<file path="src/smdl_pkg.sv">
// shared types, constants and helper functions for the modulated delay line
// depends on nothing; used by the lane, merge, top and checker modules through scoped names
package smdl_pkg;

  localparam int STORE_DEPTH = 131072;
  localparam int ADDR_W      = $clog2(STORE_DEPTH);
  localparam int SAMPLE_BITS = 24;
  localparam int SINE_DEPTH  = 256;
  localparam int SINE_IDX_W  = $clog2(SINE_DEPTH);
  localparam int SINE_W      = 16;
  localparam int CNT_W       = 17;
  localparam int CFG_IDX_W   = 3;
  localparam int CFG_DATA_W  = 32;
  localparam int ACC_W       = SAMPLE_BITS + 18;
  localparam int MOD_W       = SINE_W + 21;
  localparam int D_W         = ((ADDR_W + 8 > 25) ? ADDR_W + 8 : 25) + 3;
  localparam int FB_LIMIT    = 32440;
  localparam int FADE_FULL   = 65536;

  typedef logic signed [SAMPLE_BITS-1:0] sample_t;

  typedef struct packed {
    sample_t in_left;
    sample_t in_right;
  } in_beat_t;

  typedef struct packed {
    sample_t out_left;
    sample_t out_right;
  } out_beat_t;

  typedef enum logic [CFG_IDX_W-1:0] {
    REG_FEEDBACK_GAIN = 3'd0,
    REG_WET_GAIN      = 3'd1,
    REG_DRY_GAIN      = 3'd2,
    REG_BASE_DELAY    = 3'd3,
    REG_LFO_DEPTH     = 3'd4,
    REG_LFO_STEP      = 3'd5,
    REG_DELAY_MODE    = 3'd6,
    REG_FADE_STEP     = 3'd7
  } cfg_reg_t;

  typedef enum logic [3:0] {
    ST_IDLE,
    ST_MOD,
    ST_DLY,
    ST_RD0,
    ST_RD1,
    ST_INTERP,
    ST_DRY,
    ST_WET,
    ST_FB,
    ST_WRITE
  } seq_state_t;

  // per-step control from the sequencer to both lanes
  typedef struct packed {
    seq_state_t        step;
    logic              rd_en;
    logic [ADDR_W-1:0] rd_addr;
    logic              rd_ok;
    logic [7:0]        frac;
    logic              wr_en;
    logic [ADDR_W-1:0] wr_addr;
  } lane_ctl_t;

  typedef logic signed [SINE_W-1:0] sine_tab_t [SINE_DEPTH];

  // sin(pi/2 * u), u in Q30, result Q15
  function automatic logic signed [SINE_W-1:0] quarter_sine(input longint u);
    longint u2;
    longint s;
    longint r;
    u2 = (u * u) >>> 30;
    s  = 172272;
    s  = -5026996 + ((s * u2) >>> 30);
    s  = 85569306 + ((s * u2) >>> 30);
    s  = -693598668 + ((s * u2) >>> 30);
    s  = 1686629713 + ((s * u2) >>> 30);
    s  = (s * u) >>> 30;
    r  = (s + 16384) >>> 15;
    if (r < 0) r = 0;
    if (r > 32767) r = 32767;
    return SINE_W'(r);
  endfunction

  function automatic sine_tab_t build_sine();
    sine_tab_t tab;
    longint    q4;
    longint    quad;
    longint    rem;
    longint    u;
    logic signed [SINE_W-1:0] v;
    for (int k = 0; k < SINE_DEPTH; k++) begin
      q4   = longint'(k) * 4;
      quad = q4 / SINE_DEPTH;
      rem  = q4 % SINE_DEPTH;
      u    = (rem <<< 30) / SINE_DEPTH;
      if (quad[0]) u = (longint'(1) <<< 30) - u;
      v = quarter_sine(u);
      tab[k] = (quad >= 2) ? -v : v;
    end
    return tab;
  endfunction

  localparam sine_tab_t SINE_TAB = build_sine();

  // saturate a wide signed value to the sample range
  function automatic sample_t sat_acc(input logic signed [ACC_W-1:0] x);
    logic signed [ACC_W-1:0] hi;
    logic signed [ACC_W-1:0] lo;
    hi = ACC_W'((longint'(1) <<< (SAMPLE_BITS - 1)) - 1);
    lo = -hi - ACC_W'(1);
    if (x > hi) return SAMPLE_BITS'(hi);
    if (x < lo) return SAMPLE_BITS'(lo);
    return SAMPLE_BITS'(x);
  endfunction

endpackage

</file>
<file path="src/smdl_merge.sv">
// merging stage: routes input and feedback between lanes, saturates store writes and forms the output beat
// depends on smdl_pkg
module smdl_merge (
  input  logic                delay_mode,
  input  logic                cross_flip,
  input  smdl_pkg::in_beat_t  in_beat,
  input  smdl_pkg::sample_t   fb_left,
  input  smdl_pkg::sample_t   fb_right,
  input  smdl_pkg::sample_t   inject_left,
  input  smdl_pkg::sample_t   mix_left,
  input  smdl_pkg::sample_t   mix_right,
  output smdl_pkg::sample_t   wr_left,
  output smdl_pkg::sample_t   wr_right,
  output smdl_pkg::out_beat_t out_beat
);

  localparam int AW = smdl_pkg::ACC_W;

  logic signed [AW-1:0] sum_l;
  logic signed [AW-1:0] sum_r;

  // normal mode keeps each channel on itself, ping-pong crosses over
  always_comb begin
    if (delay_mode) begin
      sum_l = AW'(inject_left) + (cross_flip ? '0 : AW'(fb_right));
      sum_r = cross_flip ? AW'(fb_left) : '0;
    end else begin
      sum_l = AW'(in_beat.in_left) + AW'(fb_left);
      sum_r = AW'(in_beat.in_right) + AW'(fb_right);
    end
    wr_left            = smdl_pkg::sat_acc(sum_l);
    wr_right           = smdl_pkg::sat_acc(sum_r);
    out_beat.out_left  = mix_left;
    out_beat.out_right = mix_right;
  end

endmodule

</file>
<file path="config.mk">
export PLATFORM = sky130hd
export DESIGN_NAME = smdl_merge
export DESIGN_NICKNAME = d
export VERILOG_FILES = /design/src/smdl_pkg.sv /design/src/smdl_merge.sv
export SDC_FILE = /design/constraint.sdc
export NUM_CORES = 1
export LEC_CHECK = 0
export ABC_AREA = 1
export BUFFER_PORTS_ARGS = -buffer_cell sky130_fd_sc_hd__buf_2
export CORE_MARGIN = 10
export CORE_UTILIZATION = 47
export DETAILED_ROUTE_END_ITERATION = 16
export GPL_TIMING_DRIVEN = 0
export PLACE_DENSITY = 0.84
export RECOVER_POWER = 50
export SETUP_SLACK_MARGIN = 0.1
export SYNTH_ARGS = -nofsm -noshare
export SYNTH_HDL_FRONTEND = slang
export SYNTH_SLANG_ARGS = --single-unit
</file>
<file path="constraint.sdc">
create_clock -name vclk -period 9.3
set_input_delay 2.79 -clock vclk [all_inputs]
set_output_delay 2.79 -clock vclk [all_outputs]
set_load 0.005 [all_outputs]
</file>
-- Word-level counts from Yosys, hierarchy flattened
Index checks and enable logic that the tools add are counted.
- register bits: 0
- bits of input ports: 170
- output and inout bits: 96
- word-level logic and storage cells: 25
- $add $sub $neg: 3
- mux-type cells: 18
- $lt $le $gt $ge: 4
- operators by type and width (kind ; count):
    24-bit two-way mux ; 8
    42-bit two-way mux ; 4
    42-bit by 24-bit > comparator with 1-bit output, second input constant ; 2
    42-bit by 24-bit < comparator with 1-bit output, second input constant ; 2
    24-bit by 24-bit adder with 25-bit output ; 2
    42-bit adder ; 1
    1-bit two-way mux ; 6

-- Longest topological paths before layout
- depth after elaboration: 8
- depth in mapped cells: 21
- depth with buffers taken out: 20

-- Worst setup path before layout
Ideal clock, no wire load.
- kind: in2out
- start: input port cross_flip
- end: output port wr_left[10]
- setup slack: 1.551 ns
- data required time: 6.510 ns
- buffers on the path: 3
- cell stages on the path: 19
- arrival: 4.959 ns
- cell sequence: clkbuf_1 > clkbuf_1 > nor2_1 > ha_1 > inv_1 > fa_1 > inv_1 > nand3_1 > nand2_1 > nand2_1 > nand2_1 > nand2_1 > nand3_1 > nand2_1 > nand3_1 > nand2_2 > o21ai_4 > buf_6 > nand2_1
- cells in the longest elaborated chain, start to end: 8
- elaborated cells between the ends (all ways): 11
- classes of those cells: add/sub: 1; order compare: 2; mux: 8
- RTL lines (what ; RTL line ; RTL):
    start, declared ; smdl_merge.sv:5 ; input logic cross_flip,
    42-bit two-way mux (*) ; smdl_merge.sv:25 ; sum_l = AW'(inject_left) + (cross_flip ? '0 : AW'(fb_right));
    42-bit adder (*) ; smdl_merge.sv:25 ;
    42-bit two-way mux (*) ; smdl_merge.sv:24 ; if (delay_mode) begin
    42-bit by 24-bit < comparator with 1-bit output ; smdl_pkg.sv:115 ; if (x < lo) return SAMPLE_BITS'(lo);
    1-bit two-way mux (2 in series) ; smdl_pkg.sv:115 ;
    24-bit two-way mux ; smdl_pkg.sv:116 ; return SAMPLE_BITS'(x);
    24-bit two-way mux (*) ; smdl_pkg.sv:115 ;
    end, declared ; smdl_merge.sv:12 ; output smdl_pkg::sample_t wr_left,
Mark *: on every way between the ends. The rest lies on a longest branch, timed or not. The select of a mux whose other input is x is not followed.

-- Worst setup path in the final report
- start: input port cross_flip
- end: output port wr_left[11]
The elaborated chain is that of the path after synthesis.

==> out/qor.yml <==
worst_hold_path:
  hold_class: "primary input to primary output"
  hold_start: "mix_right[5]"
  hold_depth: 2
  min_to: "out_beat[5]"
route:
  routedWlPerCell_um: 15.5
  avgViaCountPerCell: 5.12
  drt_pass1_iterations: 5
  totalWireLength_mm: 24.7
  vias: 8134
  drc: 0
  drtIter0Drc: 472
  postRouteAntennaNets: 0
sta:
  fmax_mhz: 116
  holdWs_ns: 5.75
  setup_tns_ns: 0
  maxSlewViolCount: 0
  slew_headroom: 0.444
  rsz0062_at_grt: "false"
  min_period_ns: 8.59
  period_share: 0.924
  finalHoldViolCount: 0
  tightest_slew_ns: 0.834
  finalSetupViolations: 0
placement:
  dpl.hpwl_mm: 22.0
  port_buffers: 217
  gp_congestion: 1.01
  placed_cells: 1588
finish:
  fin_util: 0.581
  seq_area_um2: 0
  nets: 1663
  fillers: 1443
  nClkBuffers: 0
  layout_commonest_cell: "nand2_1"
  layout_common_cells: "446 x nand2_1, 194 x buf_2, 176 x inv_1"
  instances_no_fill: 1588
  diodes: 0
  syn_to_final_growth_pct: 20.8
  drive_above_1_share: 0.203
  nFlopsAndLatches: 0
floorplanning:
  die_h_um: 134
  core-area_um2: 12700
  num_io_pins: 266
  die_w_um: 134
  start_util: 0.481
  rows: 41
  die_area_um2: 17900
logic_synthesis:
  syn_area_um2: 6090
  ys_types: 43
  synthesis.instances: 1199
  yosysWarnings: 0
  synth_nets: 1444
  syn_area_per_cell_um2: 5.08
  yosysSeqAreaShare: 0
global_routing:
  grt_pass1_vias: 7929
  grt_usage: 0.260
  grt_max_degree: 11
  antenna_found_initial: 0
  grt_overflow: 0
  grt_pass1_wl_mm: 38.7
critical_path:
  cp_max_fo: 10
  arrival_ns: 5.80
  worstSetupPathType: "primary input to primary output"
  worst_setup_path_end_kind: "primary output"
  crit_path_start_kind: "primary input"
  cp_data_required_time_ns: 6.51
job:
  cap_violations: 0
cts:
  hold_buffers: 0
  cts_resized: 0
  postCtsSetupBuffers: 0
pwr:
  cellLeakagePower_uw: 0.00461
  vdd_drop_max_mv: 0.0363
  power.density_nw_per_um2: 70.9
outcome:
  status: "complete, no violations"
## per-layer routing
metal | vias up | track usage | part of all wire
met5 | - | 0 | 0
met4 | 0 | 0.0544 | 0.023
met3 | 36 | 0.0411 | 0.096
met2 | 356 | 0.465 | 0.48
met1 | 3534 | 0.318 | 0.40
li1 | 4208 | - | -
## logic make-up (layout without fill, tap and decap cells)
kind of cell | after synthesis | in the layout | synth area share
and+or+nand+nor | 689 | 689 | 0.472
buffers and inverters | 249 | 466 | 0.194
AOI/OAI and AO/OA | 172 | 172 | 0.155
adders and majority gates | 75 | 75 | 0.158
xor gates and xnor gates | 11 | 11 | 0.0158
muxes | 3 | 3 | 0.00493
## cells in the mapped netlist
| master | instances | area (um2) |
|---|---|---|
| nor2_4 | 1 | 11.3 |
| clkinv_1 | 1 | 3.75 |
| a21o_1 | 3 | 22.5 |
| o21bai_1 | 15 | 113 |
| or2_1 | 1 | 6.26 |
| o32ai_1 | 1 | 8.76 |
| and2_1 | 5 | 31.3 |
| o21ai_1 | 3 | 15.0 |
| inv_2 | 2 | 7.51 |
| nand3b_4 | 1 | 20.0 |
| nor2_1 | 106 | 398 |
| o21ai_4 | 1 | 16.3 |
| inv_1 | 176 | 661 |
| or2_2 | 9 | 56.3 |
| mux2i_1 | 3 | 30.0 |
| nor2_2 | 5 | 31.3 |
| a22o_1 | 1 | 8.76 |
| a211o_1 | 1 | 8.76 |
| and3_1 | 1 | 6.26 |
| nand3b_1 | 6 | 45.0 |
| a21oi_2 | 2 | 17.5 |
| buf_1 | 4 | 15.0 |
| nand3_1 | 70 | 350 |
| nand4_1 | 14 | 87.6 |
| nor3b_1 | 2 | 15.0 |
| buf_4 | 49 | 368 |
| xor2_1 | 3 | 26.3 |
| nand2_1 | 446 | 1670 |
| a32o_1 | 1 | 10.0 |
| nor3_1 | 8 | 40.0 |
| nand3_4 | 1 | 17.5 |
| ha_1 | 72 | 901 |
| buf_2 | 3 | 15.0 |
| xnor2_1 | 8 | 70.1 |
| clkbuf_1 | 6 | 22.5 |
| o21ai_2 | 1 | 8.76 |
| o22ai_1 | 1 | 6.26 |
| nand2_2 | 11 | 68.8 |
| fa_1 | 3 | 60.1 |
| a21oi_1 | 93 | 465 |
| o21ai_0 | 49 | 245 |
| buf_6 | 8 | 90.1 |
| nand3_2 | 2 | 20.0 |
## final cells by class
type / count / area, um2 / share of cell area
repair buffers: 217 / 1050 / 0.143
plain buffers: 70 / 510 / 0.0693
multi-input cells: 950 / 4910 / 0.667
inverters: 179 / 672 / 0.0912
well taps: 172 / 215 / 0.0292
## worst max path at each step
stage / start / cells after the start / slack (ns) / end
6_report: cross_flip / 19 / 0.71 / wr_left[11]
3_5_place_dp: cross_flip / 19 / 0.76 / wr_left[11]
5_1_grt: cross_flip / 18 / 0.41 / wr_left[15]
3_3_place_gp: cross_flip / 19 / 0.79 / wr_left[11]
2_1_floorplan: cross_flip / 19 / 1.55 / wr_left[10]
4_1_cts: cross_flip / 19 / 0.75 / wr_left[11]
## report_power, final
group	switching, uW	internal (uW)	total [uW]
logic	312	209	522
clock network	0	0	0
registers	0	0	0
total	312	209	522
## worst max-delay path, cell delays in order
cell and delay (ns):
clkbuf_1 0.48, clkbuf_1 0.38, nor2_1 0.13, ha_1 0.36
nand2_1 0.13, inv_1 0.07, a21oi_1 0.14, nand2_1 0.18
nand2_1 0.11, nand3_1 0.09, nand2_1 0.08, nand3_1 0.08
nand2_2 0.12, nand2_1 0.07, nand2_2 0.14, buf_6 0.16
nand2_1 0.05, nand2_1 0.10, buf_2 0.13
## through the flow
step | worst slack [ns] | instance area, um2 | total power, uW
5_1_grt | 0.414 | 7360 | 586
4_1_cts | 0.749 | 7400 | 520
3_3_place_gp | 0.795 | 7400 | 514
2_1_floorplan | 1.55 | 6090 | 338
3_5_place_dp | 0.758 | 7400 | 517
6_report | 0.708 | 7360 | 522
No activity file was read; power rests on OpenSTA's default activity.
